### src/sv/pid_step_pkg.sv
// ----------------------------------------------------------------------------
// pid_step_pkg
// Shared types and constants of the PID step unit.
// ----------------------------------------------------------------------------
package pid_step_pkg;

  localparam int unsigned DATA_W   = 16;  // sample and gain width
  localparam int unsigned ERR_W    = 17;  // set_point - feedback
  localparam int unsigned DIF_W    = 18;  // error - last error
  localparam int unsigned DER_W    = 34;  // derivative, (error delta) * inv_dt
  localparam int unsigned INTEG_W  = 48;  // integral accumulator
  localparam int unsigned SUM_W    = 52;  // Q.8 control sum before the final shift
  localparam int unsigned CTL_W    = 32;  // control value
  localparam int unsigned MUL_W    = 64;  // multiplicand / product width
  localparam int unsigned MB_W     = 18;  // multiplier operand width (signed)
  localparam int unsigned MUL_DIGITS = MB_W / 2;  // radix-4 digits per product
  localparam int unsigned CNT_W    = 4;
  localparam int unsigned ADDR_W   = 3;

  localparam logic [DATA_W-1:0] DT_FRAC_RST = 16'd7;
  localparam logic [DATA_W-1:0] INV_DT_RST  = 16'd10000;

  typedef enum logic [ADDR_W-1:0] {
    REG_GAIN_PROP  = 3'd0,
    REG_GAIN_INTEG = 3'd1,
    REG_GAIN_DERIV = 3'd2,
    REG_DT_FRAC    = 3'd3,
    REG_INV_DT     = 3'd4
  } reg_idx_t;

  typedef struct packed {
    logic signed [DATA_W-1:0] gain_prop;
    logic signed [DATA_W-1:0] gain_integ;
    logic signed [DATA_W-1:0] gain_deriv;
    logic        [DATA_W-1:0] dt_frac;
    logic        [DATA_W-1:0] inv_dt;
  } cfg_t;

  typedef struct packed {
    logic busy;
    logic done;
  } mul_stat_t;

  typedef enum logic [1:0] {
    ST_IDLE,
    ST_LOAD,
    ST_RUN,
    ST_DONE
  } state_t;

  typedef enum logic [2:0] {
    OP_INTEG = 3'd0,
    OP_DERIV = 3'd1,
    OP_PROP  = 3'd2,
    OP_KI    = 3'd3,
    OP_KD    = 3'd4
  } op_t;

endpackage

### src/sv/pid_controller_step_unit.sv
// ----------------------------------------------------------------------------
// pid_controller_step_unit
// Discrete parallel PID controller, one control step per input sample.
// ----------------------------------------------------------------------------
// Usage:
//   in_*  : one transfer per sample; in_tdata = {feedback, set_point}.
//   out_* : one transfer per sample; out_tdata = control_value,
//           out_tuser = saturated (integral or output clamped this step).
//   cfg_* : register writes (gains Q8.8, dt_frac Q0.16, inv_dt), to be
//           made only while no sample is in flight; the block does not enforce this.
// Timing:
//   The five products (err*dt, delta*inv_dt, kp*err, ki*integral,
//   kd*deriv) share one radix-4 Booth serial multiplier, nine digits
//   each, loaded, run and written back one product after another.
//   A new sample is taken only once the previous result has been written
//   to the output register.
// Reset:
//   Integral and last error clear, gains clear, dt_frac = 7, inv_dt = 10000.
// Stall:
//   The result waits in the output register; the next sample is still
//   accepted and computed, and only its final writeback waits for space.
// ----------------------------------------------------------------------------
module pid_controller_step_unit (
  input  logic                                clk,
  input  logic                                rst_n,
  // input samples
  input  logic                                in_tvalid,
  output logic                                in_tready,
  input  logic [31:0]                         in_tdata,   // [15:0] set_point, [31:16] feedback
  // results
  output logic                                out_tvalid,
  input  logic                                out_tready,
  output logic [31:0]                         out_tdata,  // [31:0] control_value
  output logic                                out_tuser,  // [0] saturated
  // configuration
  input  logic                                cfg_we,
  input  logic [pid_step_pkg::ADDR_W-1:0]     cfg_addr,
  input  logic [pid_step_pkg::DATA_W-1:0]     cfg_wdata
);
  import pid_step_pkg::*;

  cfg_t      cfg;
  mul_stat_t mul_stat;
  logic      mul_start;
  logic [MUL_W-1:0] mul_a;
  logic [MB_W-1:0]  mul_b;
  logic [MUL_W-1:0] prod;

  state_t state_r, state_nxt;
  op_t    op_r, op_nxt;

  logic [ERR_W-1:0]   err_r, err_nxt;        // current error
  logic [ERR_W-1:0]   last_err_r, last_err_nxt;
  logic [DIF_W-1:0]   dif_r, dif_nxt;        // error - last error
  logic [INTEG_W-1:0] integ_r, integ_nxt;
  logic [DER_W-1:0]   deriv_r, deriv_nxt;
  logic [SUM_W-1:0]   sum_r, sum_nxt;
  logic               sat_r, sat_nxt;
  logic               out_valid_r, out_valid_nxt;
  logic [CTL_W-1:0]   out_data_r, out_data_nxt;
  logic               out_sat_r, out_sat_nxt;

  logic [ERR_W-1:0]   err_w;
  logic [INTEG_W:0]   integ_add;
  logic               ctl_ovf;
  logic [CTL_W-1:0]   ctl_w;

  pid_step_cfg u_cfg (
    .clk       (clk),
    .rst_n     (rst_n),
    .cfg_we    (cfg_we),
    .cfg_addr  (cfg_addr),
    .cfg_wdata (cfg_wdata),
    .cfg_o     (cfg)
  );

  pid_step_mul u_mul (
    .clk   (clk),
    .rst_n (rst_n),
    .start (mul_start),
    .a_in  (mul_a),
    .b_in  (mul_b),
    .stat  (mul_stat),
    .prod  (prod)
  );

  // error from the sample fields
  assign err_w = {in_tdata[15], in_tdata[15:0]} - {in_tdata[31], in_tdata[31:16]};

  // integral update with 48-bit saturation
  assign integ_add = {integ_r[INTEG_W-1], integ_r} + prod[INTEG_W:0];

  // final arithmetic shift by 8 and clamp to 32 bits
  assign ctl_ovf = !((&sum_r[SUM_W-1:CTL_W+7]) || !(|sum_r[SUM_W-1:CTL_W+7]));
  assign ctl_w   = ctl_ovf ? (sum_r[SUM_W-1] ? {1'b1, {(CTL_W-1){1'b0}}}
                                             : {1'b0, {(CTL_W-1){1'b1}}})
                           : sum_r[CTL_W+7:8];

  // operand select for the shared multiplier
  always_comb begin
    unique case (op_r)
      OP_INTEG: begin
        mul_a = {{(MUL_W-ERR_W){err_r[ERR_W-1]}}, err_r};
        mul_b = {2'b00, cfg.dt_frac};
      end
      OP_DERIV: begin
        mul_a = {{(MUL_W-DIF_W){dif_r[DIF_W-1]}}, dif_r};
        mul_b = {2'b00, cfg.inv_dt};
      end
      OP_PROP: begin
        mul_a = {{(MUL_W-ERR_W){err_r[ERR_W-1]}}, err_r};
        mul_b = {{2{cfg.gain_prop[DATA_W-1]}}, cfg.gain_prop};
      end
      OP_KI: begin
        mul_a = {{(MUL_W-INTEG_W){integ_r[INTEG_W-1]}}, integ_r};
        mul_b = {{2{cfg.gain_integ[DATA_W-1]}}, cfg.gain_integ};
      end
      OP_KD: begin
        mul_a = {{(MUL_W-DER_W){deriv_r[DER_W-1]}}, deriv_r};
        mul_b = {{2{cfg.gain_deriv[DATA_W-1]}}, cfg.gain_deriv};
      end
      default: begin
        mul_a = '0;
        mul_b = '0;
      end
    endcase
  end

  // sequencer: next state and datapath updates
  always_comb begin
    state_nxt     = state_r;
    op_nxt        = op_r;
    err_nxt       = err_r;
    last_err_nxt  = last_err_r;
    dif_nxt       = dif_r;
    integ_nxt     = integ_r;
    deriv_nxt     = deriv_r;
    sum_nxt       = sum_r;
    sat_nxt       = sat_r;
    out_valid_nxt = out_valid_r && !out_tready;
    out_data_nxt  = out_data_r;
    out_sat_nxt   = out_sat_r;
    mul_start     = 1'b0;

    unique case (state_r)
      ST_IDLE: begin
        if (in_tvalid) begin
          err_nxt      = err_w;
          dif_nxt      = {err_w[ERR_W-1], err_w} - {last_err_r[ERR_W-1], last_err_r};
          last_err_nxt = err_w;
          sat_nxt      = 1'b0;
          op_nxt       = OP_INTEG;
          state_nxt    = ST_LOAD;
        end
      end
      ST_LOAD: begin
        mul_start = 1'b1;
        state_nxt = ST_RUN;
      end
      ST_RUN: begin
        if (mul_stat.done) begin
          unique case (op_r)
            OP_INTEG: begin
              if (integ_add[INTEG_W] != integ_add[INTEG_W-1]) begin
                integ_nxt = integ_add[INTEG_W] ? {1'b1, {(INTEG_W-1){1'b0}}}
                                               : {1'b0, {(INTEG_W-1){1'b1}}};
                sat_nxt   = 1'b1;
              end else begin
                integ_nxt = integ_add[INTEG_W-1:0];
              end
            end
            OP_DERIV: deriv_nxt = prod[DER_W-1:0];
            OP_PROP:  sum_nxt   = prod[SUM_W-1:0];
            OP_KI:    sum_nxt   = sum_r + {{(SUM_W-INTEG_W){prod[MUL_W-1]}},
                                           prod[MUL_W-1:16]};
            OP_KD:    sum_nxt   = sum_r + prod[SUM_W-1:0];
            default:  sum_nxt   = sum_r;
          endcase
          if (op_r == OP_KD) begin
            state_nxt = ST_DONE;
          end else begin
            op_nxt    = op_t'(op_r + 3'd1);
            state_nxt = ST_LOAD;
          end
        end
      end
      ST_DONE: begin
        if (!out_valid_r || out_tready) begin
          out_data_nxt  = ctl_w;
          out_sat_nxt   = sat_r || ctl_ovf;
          out_valid_nxt = 1'b1;
          state_nxt     = ST_IDLE;
        end
      end
      default: state_nxt = ST_IDLE;
    endcase
  end

  always_ff @(posedge clk) begin
    if (!rst_n) begin
      state_r     <= ST_IDLE;
      op_r        <= OP_INTEG;
      out_valid_r <= 1'b0;
      last_err_r  <= '0;
      integ_r     <= '0;
    end else begin
      state_r     <= state_nxt;
      op_r        <= op_nxt;
      out_valid_r <= out_valid_nxt;
      last_err_r  <= last_err_nxt;
      integ_r     <= integ_nxt;
    end
  end

  always_ff @(posedge clk) begin
    err_r      <= err_nxt;
    dif_r      <= dif_nxt;
    deriv_r    <= deriv_nxt;
    sum_r      <= sum_nxt;
    sat_r      <= sat_nxt;
    out_data_r <= out_data_nxt;
    out_sat_r  <= out_sat_nxt;
  end

  assign in_tready  = (state_r == ST_IDLE);
  assign out_tvalid = out_valid_r;
  assign out_tdata  = out_data_r;
  assign out_tuser  = out_sat_r;

  // multiplier is only restarted once its previous product is done
  a_start_idle: assert property (@(posedge clk) disable iff (!rst_n)
    mul_start |-> !mul_stat.busy)
    else $error("multiplier started while busy");

  // a finished product is only seen while the sequencer waits for it
  a_done_run: assert property (@(posedge clk) disable iff (!rst_n)
    mul_stat.done |-> (state_r == ST_RUN))
    else $error("multiplier done outside run state");

  // a new result only comes out of the final step
  a_out_from_done: assert property (@(posedge clk) disable iff (!rst_n)
    (out_tvalid && !$past(out_tvalid && !out_tready)) |-> ($past(state_r) == ST_DONE))
    else $error("result written outside final step");

  // the integral only moves while an integral product is written back
  a_integ_hold: assert property (@(posedge clk) disable iff (!rst_n)
    (state_r != ST_RUN || op_r != OP_INTEG) |=> $stable(integ_r))
    else $error("integral changed outside its update");

endmodule

### src/sv/pid_step_cfg.sv
// ----------------------------------------------------------------------------
// pid_step_cfg
// Gain and timing register file, written through a plain write port.
// ----------------------------------------------------------------------------
module pid_step_cfg (
  input  logic                                 clk,
  input  logic                                 rst_n,
  input  logic                                 cfg_we,
  input  logic [pid_step_pkg::ADDR_W-1:0]      cfg_addr,
  input  logic [pid_step_pkg::DATA_W-1:0]      cfg_wdata,
  output pid_step_pkg::cfg_t                   cfg_o
);
  import pid_step_pkg::*;

  cfg_t regs_r;
  cfg_t regs_nxt;

  always_comb begin
    regs_nxt = regs_r;
    if (cfg_we) begin
      unique case (cfg_addr)
        REG_GAIN_PROP:  regs_nxt.gain_prop  = cfg_wdata;
        REG_GAIN_INTEG: regs_nxt.gain_integ = cfg_wdata;
        REG_GAIN_DERIV: regs_nxt.gain_deriv = cfg_wdata;
        REG_DT_FRAC:    regs_nxt.dt_frac    = cfg_wdata;
        REG_INV_DT:     regs_nxt.inv_dt     = cfg_wdata;
        default:        regs_nxt = regs_r;  // unknown index: ignored
      endcase
    end
  end

  always_ff @(posedge clk) begin
    if (!rst_n) begin
      regs_r.gain_prop  <= '0;
      regs_r.gain_integ <= '0;
      regs_r.gain_deriv <= '0;
      regs_r.dt_frac    <= DT_FRAC_RST;
      regs_r.inv_dt     <= INV_DT_RST;
    end else begin
      regs_r <= regs_nxt;
    end
  end

  assign cfg_o = regs_r;

endmodule

### src/sv/pid_step_mul.sv
// ----------------------------------------------------------------------------
// pid_step_mul
// Radix-4 Booth serial multiplier: one 2-bit digit of the multiplier per cycle.
// ----------------------------------------------------------------------------
module pid_step_mul (
  input  logic                                  clk,
  input  logic                                  rst_n,
  input  logic                                  start,
  input  logic [pid_step_pkg::MUL_W-1:0]        a_in,   // signed multiplicand
  input  logic [pid_step_pkg::MB_W-1:0]         b_in,   // signed multiplier
  output pid_step_pkg::mul_stat_t               stat,
  output logic [pid_step_pkg::MUL_W-1:0]        prod
);
  import pid_step_pkg::*;

  logic [MUL_W-1:0] a_r, a_nxt;
  logic [MB_W:0]    b_r, b_nxt;      // extra low bit holds b[2i-1]
  logic [MUL_W-1:0] acc_r, acc_nxt;
  logic [CNT_W-1:0] cnt_r, cnt_nxt;
  logic             busy_r, busy_nxt;
  logic             done_r, done_nxt;
  logic [MUL_W-1:0] mag;
  logic             neg;

  // Booth digit recode
  always_comb begin
    unique case (b_r[2:0])
      3'b001, 3'b010: begin mag = a_r;       neg = 1'b0; end
      3'b011:         begin mag = a_r << 1;  neg = 1'b0; end
      3'b100:         begin mag = a_r << 1;  neg = 1'b1; end
      3'b101, 3'b110: begin mag = a_r;       neg = 1'b1; end
      default:        begin mag = '0;        neg = 1'b0; end
    endcase
  end

  always_comb begin
    a_nxt    = a_r;
    b_nxt    = b_r;
    acc_nxt  = acc_r;
    cnt_nxt  = cnt_r;
    busy_nxt = busy_r;
    done_nxt = 1'b0;
    if (start) begin
      a_nxt    = a_in;
      b_nxt    = {b_in, 1'b0};
      acc_nxt  = '0;
      cnt_nxt  = '0;
      busy_nxt = 1'b1;
    end else if (busy_r) begin
      acc_nxt = acc_r + (mag ^ {MUL_W{neg}}) + MUL_W'(neg);
      a_nxt   = a_r << 2;
      b_nxt   = {{2{b_r[MB_W]}}, b_r[MB_W:2]};
      cnt_nxt = cnt_r + 1'b1;
      if (cnt_r == CNT_W'(MUL_DIGITS - 1)) begin
        busy_nxt = 1'b0;
        done_nxt = 1'b1;
      end
    end
  end

  always_ff @(posedge clk) begin
    if (!rst_n) begin
      busy_r <= 1'b0;
      done_r <= 1'b0;
      cnt_r  <= '0;
    end else begin
      busy_r <= busy_nxt;
      done_r <= done_nxt;
      cnt_r  <= cnt_nxt;
    end
  end

  always_ff @(posedge clk) begin
    a_r   <= a_nxt;
    b_r   <= b_nxt;
    acc_r <= acc_nxt;
  end

  assign stat.busy = busy_r;
  assign stat.done = done_r;
  assign prod      = acc_r;

endmodule

### config.mk
export PLATFORM = sky130hd
export DESIGN_NAME = pid_controller_step_unit
export DESIGN_NICKNAME = d
export VERILOG_FILES = /design/src/sv/pid_step_pkg.sv /design/src/sv/pid_controller_step_unit.sv /design/src/sv/pid_step_cfg.sv /design/src/sv/pid_step_mul.sv
export SDC_FILE = /design/constraint.sdc
export NUM_CORES = 1
export LEC_CHECK = 0
export BUFFER_PORTS_ARGS = -buffer_cell sky130_fd_sc_hd__buf_2
export CAP_MARGIN = 20
export CORE_ASPECT_RATIO = 0.7
export CORE_MARGIN = 10
export CORE_UTILIZATION = 55
export DETAILED_ROUTE_END_ITERATION = 10
export PLACE_DENSITY_LB_ADDON = 0.08
export SYNTH_ARGS = -nofsm -noshare
export SYNTH_HDL_FRONTEND = slang
export SYNTH_HIERARCHICAL = 1
export SYNTH_SLANG_ARGS = --single-unit
### constraint.sdc
create_clock -name clk -period 7.1 [get_ports clk]
set_clock_uncertainty 0.05 [all_clocks]
set_input_delay 0.355 -clock clk [delete_from_list [all_inputs] [get_ports clk]]
set_output_delay 0.355 -clock clk [all_outputs]
set_load 0.005 [all_outputs]
==> reports/results.tsv <==
stage	metric	value	unit
cts	cts.htree.levels	2	
pwr	p_clk_share	21.6	%
place	port_buffers	90	
setup_path	cp.arrival	5.93	ns
setup_path	worstReg2RegStart	op_r[0]$_SDFFE_PN0P_	
detailed_routing	wl_per_cell	22.0	microns
synthesis	netlist_area	0.0317	sq mm
setup_path	critPathRequiredTime	7.40	ns
hold_path	min-delay-start	in_tdata[16]	
floorplan	core_area	0.0569	sq mm
floorplan	start_util	55.6	%
detailed_routing	detail-route-antenna-nets	0	
floorplan	die_w	307	microns
detailed_routing	drcViolationCount	0	
pwr	p_comb_share	48.0	%
setup_path	start_kind	flip-flop	
sta	maxSlewHeadroom	26.4	%
setup_path	path_cells	inv_1 > ha_1 > and2_4 > nand2_1 > nand2_1 > ha_1 > inv_1 > fa_1 > nor2b_1 > o31a_1 > o221ai_1 > a211o_1 > a311o_1 > a2111oi_0 > nor2_1 > o31ai_1 > xnor2_1 > o21ai_1	
cts	cts_tree	yes	
cts	clock_latency	0.61	ns
synthesis	syn_area_per_cell	9.03	sq um
sta	rsz0062_at_grt	no	
detailed_routing	detail_route.first_pass.iterations	9	
sta	hold-worst-slack	0.0589	ns
sta	post-route-min-period	5.64	ns
pwr	swShare	43.3	%
sta	fmax	177	MHz
global_routing	grt_pass1_wl	146000	microns
sta	setup_tns	0	ns
global_routing	grt_pass1_vias	24800	
sta	slew_violations	0	
setup_path	cp_num_buf_inv	2	
place	place.gp.congestion	0.960	
synthesis	synth_nets	3777	
sta	setup_violations	0	
setup_path	worstSetupPathType	flip-flop to flip-flop	
pwr	power_density	360	mW/mm^2
pwr	leakage	0.0139	uW
pwr	seq_power_share	30.4	%
hold_path	hold_class	input port to flip-flop	
cells_and_area	area_growth	8.38	%
global_routing	grt_max_degree	85	
flow_run	maxCapViolations	0	
setup_path	max_stage_delay	0.85	ns
global_routing	grtUsageTotal	27.0	%
cells_and_area	num_antenna_cells	0	
floorplan	fp.dieH	221	microns
sta	finalHoldViolCount	0	
setup_path	crit_path_start	op_r[0]$_SDFFE_PN0P_	
floorplan	ios	91	
cts	cts.sinks	459	
outcome	outcome	complete, no violations	
sta	period_share	79.4	%
floorplan	num_rows	73	
cts	cts_made_buffers	47	
cts	path_clk_slew	0.07	ns
sta	worst_slew_pin_slew	1.10	ns
pwr	ir_drop	0.188	mV
pwr	p_sw	5350	uW
synthesis	synthCells	3505	
global_routing	overflow	0	
cells_and_area	drive_gt1_share	11.8	%
cts	post_cts_buffers	0	
detailed_routing	vias	27200	
cells_and_area	nets	3763	
cts	cts.path.max_buffers	3	
setup_path	worst_path_max_delay_cell	and2_4	
place	hpwl	70100	microns
setup_path	endpoint_kind	flip-flop	
detailed_routing	wl	94100	microns
setup_path	crit_family	compound AO/OA/AOI/OAI gates	
setup_path	path_max_fanout	70	
detailed_routing	vias_per_cell	6.35	
floorplan	dieArea	0.0677	sq mm
cts	clockRootBuffer	clkbuf_16	
synthesis	yosysWarnings	6	
pwr	p_total	12400	uW
global_routing	grt_antenna_before_repair	2	
detailed_routing	drt-initial-drc-count	3149	
pwr	p_int	7000	uW
stage by stage:
stage               worst slack [ns]  utilization [%]  cell area [sq um]  std cells
floorplan                       2.53                -              31700       3505
global placement                1.68             57.1              32500       4179
detailed placement              1.54             57.1              32500       4179
CTS                             1.53             60.2              34200       4276
global route                    1.02             60.3              34300       4280
finish                          1.46             60.3              34300       4280
state kept, by name, summed over array words and instances (netlist names), 3 cells and up:
| signal | count |
|---|---|
| deriv_r | 34 |
| u_mul/b_r | 19 |
| last_err_r | 17 |
| dif_r | 18 |
| u_mul/a_r | 64 |
| op_r | 3 |
| err_r | 17 |
| u_mul/cnt_r | 4 |
| u_mul/prod | 64 |
| out_tdata | 32 |
| integ_r | 48 |
| sum_r | 52 |
| u_cfg/cfg_o | 80 |
final cells by class:
class                      instances  area, sq um
clock inverter                    28          337
tap                              750          938
timing repair buffer             144          921
sequential                       459        11600
inverter                         115          432
multi-input combinational       2724        18800
clock buffer                      60         1300
fill                            4924        22600
what timing repair did:
| item | 4_1_cts | 5_1_grt |
|---|---|---|
| resized for setup | 0 | 0 |
| hold buffers | 9 | 0 |
| endpoints found under the hold margin | 9 | 0 |
metal layers:
metal | track usage [%] | up-vias | share of wire (%)
met4 | 4.57 | 2 | 1.3
met2 | 36.8 | 1253 | 39
met3 | 5.11 | 88 | 11
li1 | - | 12800 | -
met5 | 0 | - | 0.014
met1 | 43.2 | 13000 | 49
power groups by stage:
stage	clock, uW	combinational [uW]	sequential, uW
6_report	2670	5930	3750
2_1_floorplan	0	4480	3440
4_1_cts	2710	5780	3720
3_5_place_dp	0	5750	3770
3_3_place_gp	0	5680	3780
5_1_grt	2810	6500	3760
cell usage in the layout, fill, tap and decap left out, types with 10 or more instances in the layout:
| master | instances |
|---|---|
| a22oi_1 | 86 |
| buf_2 | 89 |
| xor2_1 | 129 |
| a21boi_0 | 12 |
| nand2b_1 | 17 |
| and2_1 | 19 |
| o31ai_1 | 19 |
| a21oi_2 | 42 |
| o21ai_0 | 182 |
| a221o_1 | 25 |
| ha_1 | 209 |
| nand4_1 | 59 |
| o21bai_1 | 38 |
| a211o_1 | 10 |
| maj3_2 | 40 |
| dfxtp_1 | 221 |
| nand2_1 | 512 |
| edfxtp_1 | 237 |
| inv_1 | 113 |
| mux2_2 | 66 |
| buf_4 | 42 |
| mux2i_1 | 111 |
| o21a_1 | 22 |
| o211ai_1 | 15 |
| nand3_1 | 47 |
| clkbuf_16 | 48 |
| a21o_1 | 125 |
| a222oi_1 | 29 |
| a31oi_1 | 24 |
| nor2_1 | 193 |
| a211oi_1 | 22 |
| o21ai_1 | 18 |
| a21oi_1 | 267 |
| or3_1 | 14 |
| nor3_1 | 33 |
| and3_1 | 16 |
| xnor2_1 | 105 |
| a22o_1 | 21 |
| nor2b_1 | 34 |
worst reg2reg max path: cells and delay by family, from the launching register on:
family,cells,cell delay [ns]
compound gates,7,2.05
simple gates,5,1.45
fa+ha+maj,3,1.14
flops,1,0.36
buf+inv,2,0.17
xor+xnor,1,0.16
final timing paths:
path	endpoint	slack, ns	depth (start not counted)
setup reg to reg	sum_r[50]$_DFFE_PP_	1.46	18
hold reg to reg	last_err_r[3]$_SDFFE_PN0P_	0.41	2
setup / recovery	sum_r[50]$_DFFE_PP_	1.46	18
hold / removal	last_err_r[0]$_SDFFE_PN0P_	0.06	3
(Power assumes the default switching activity.)
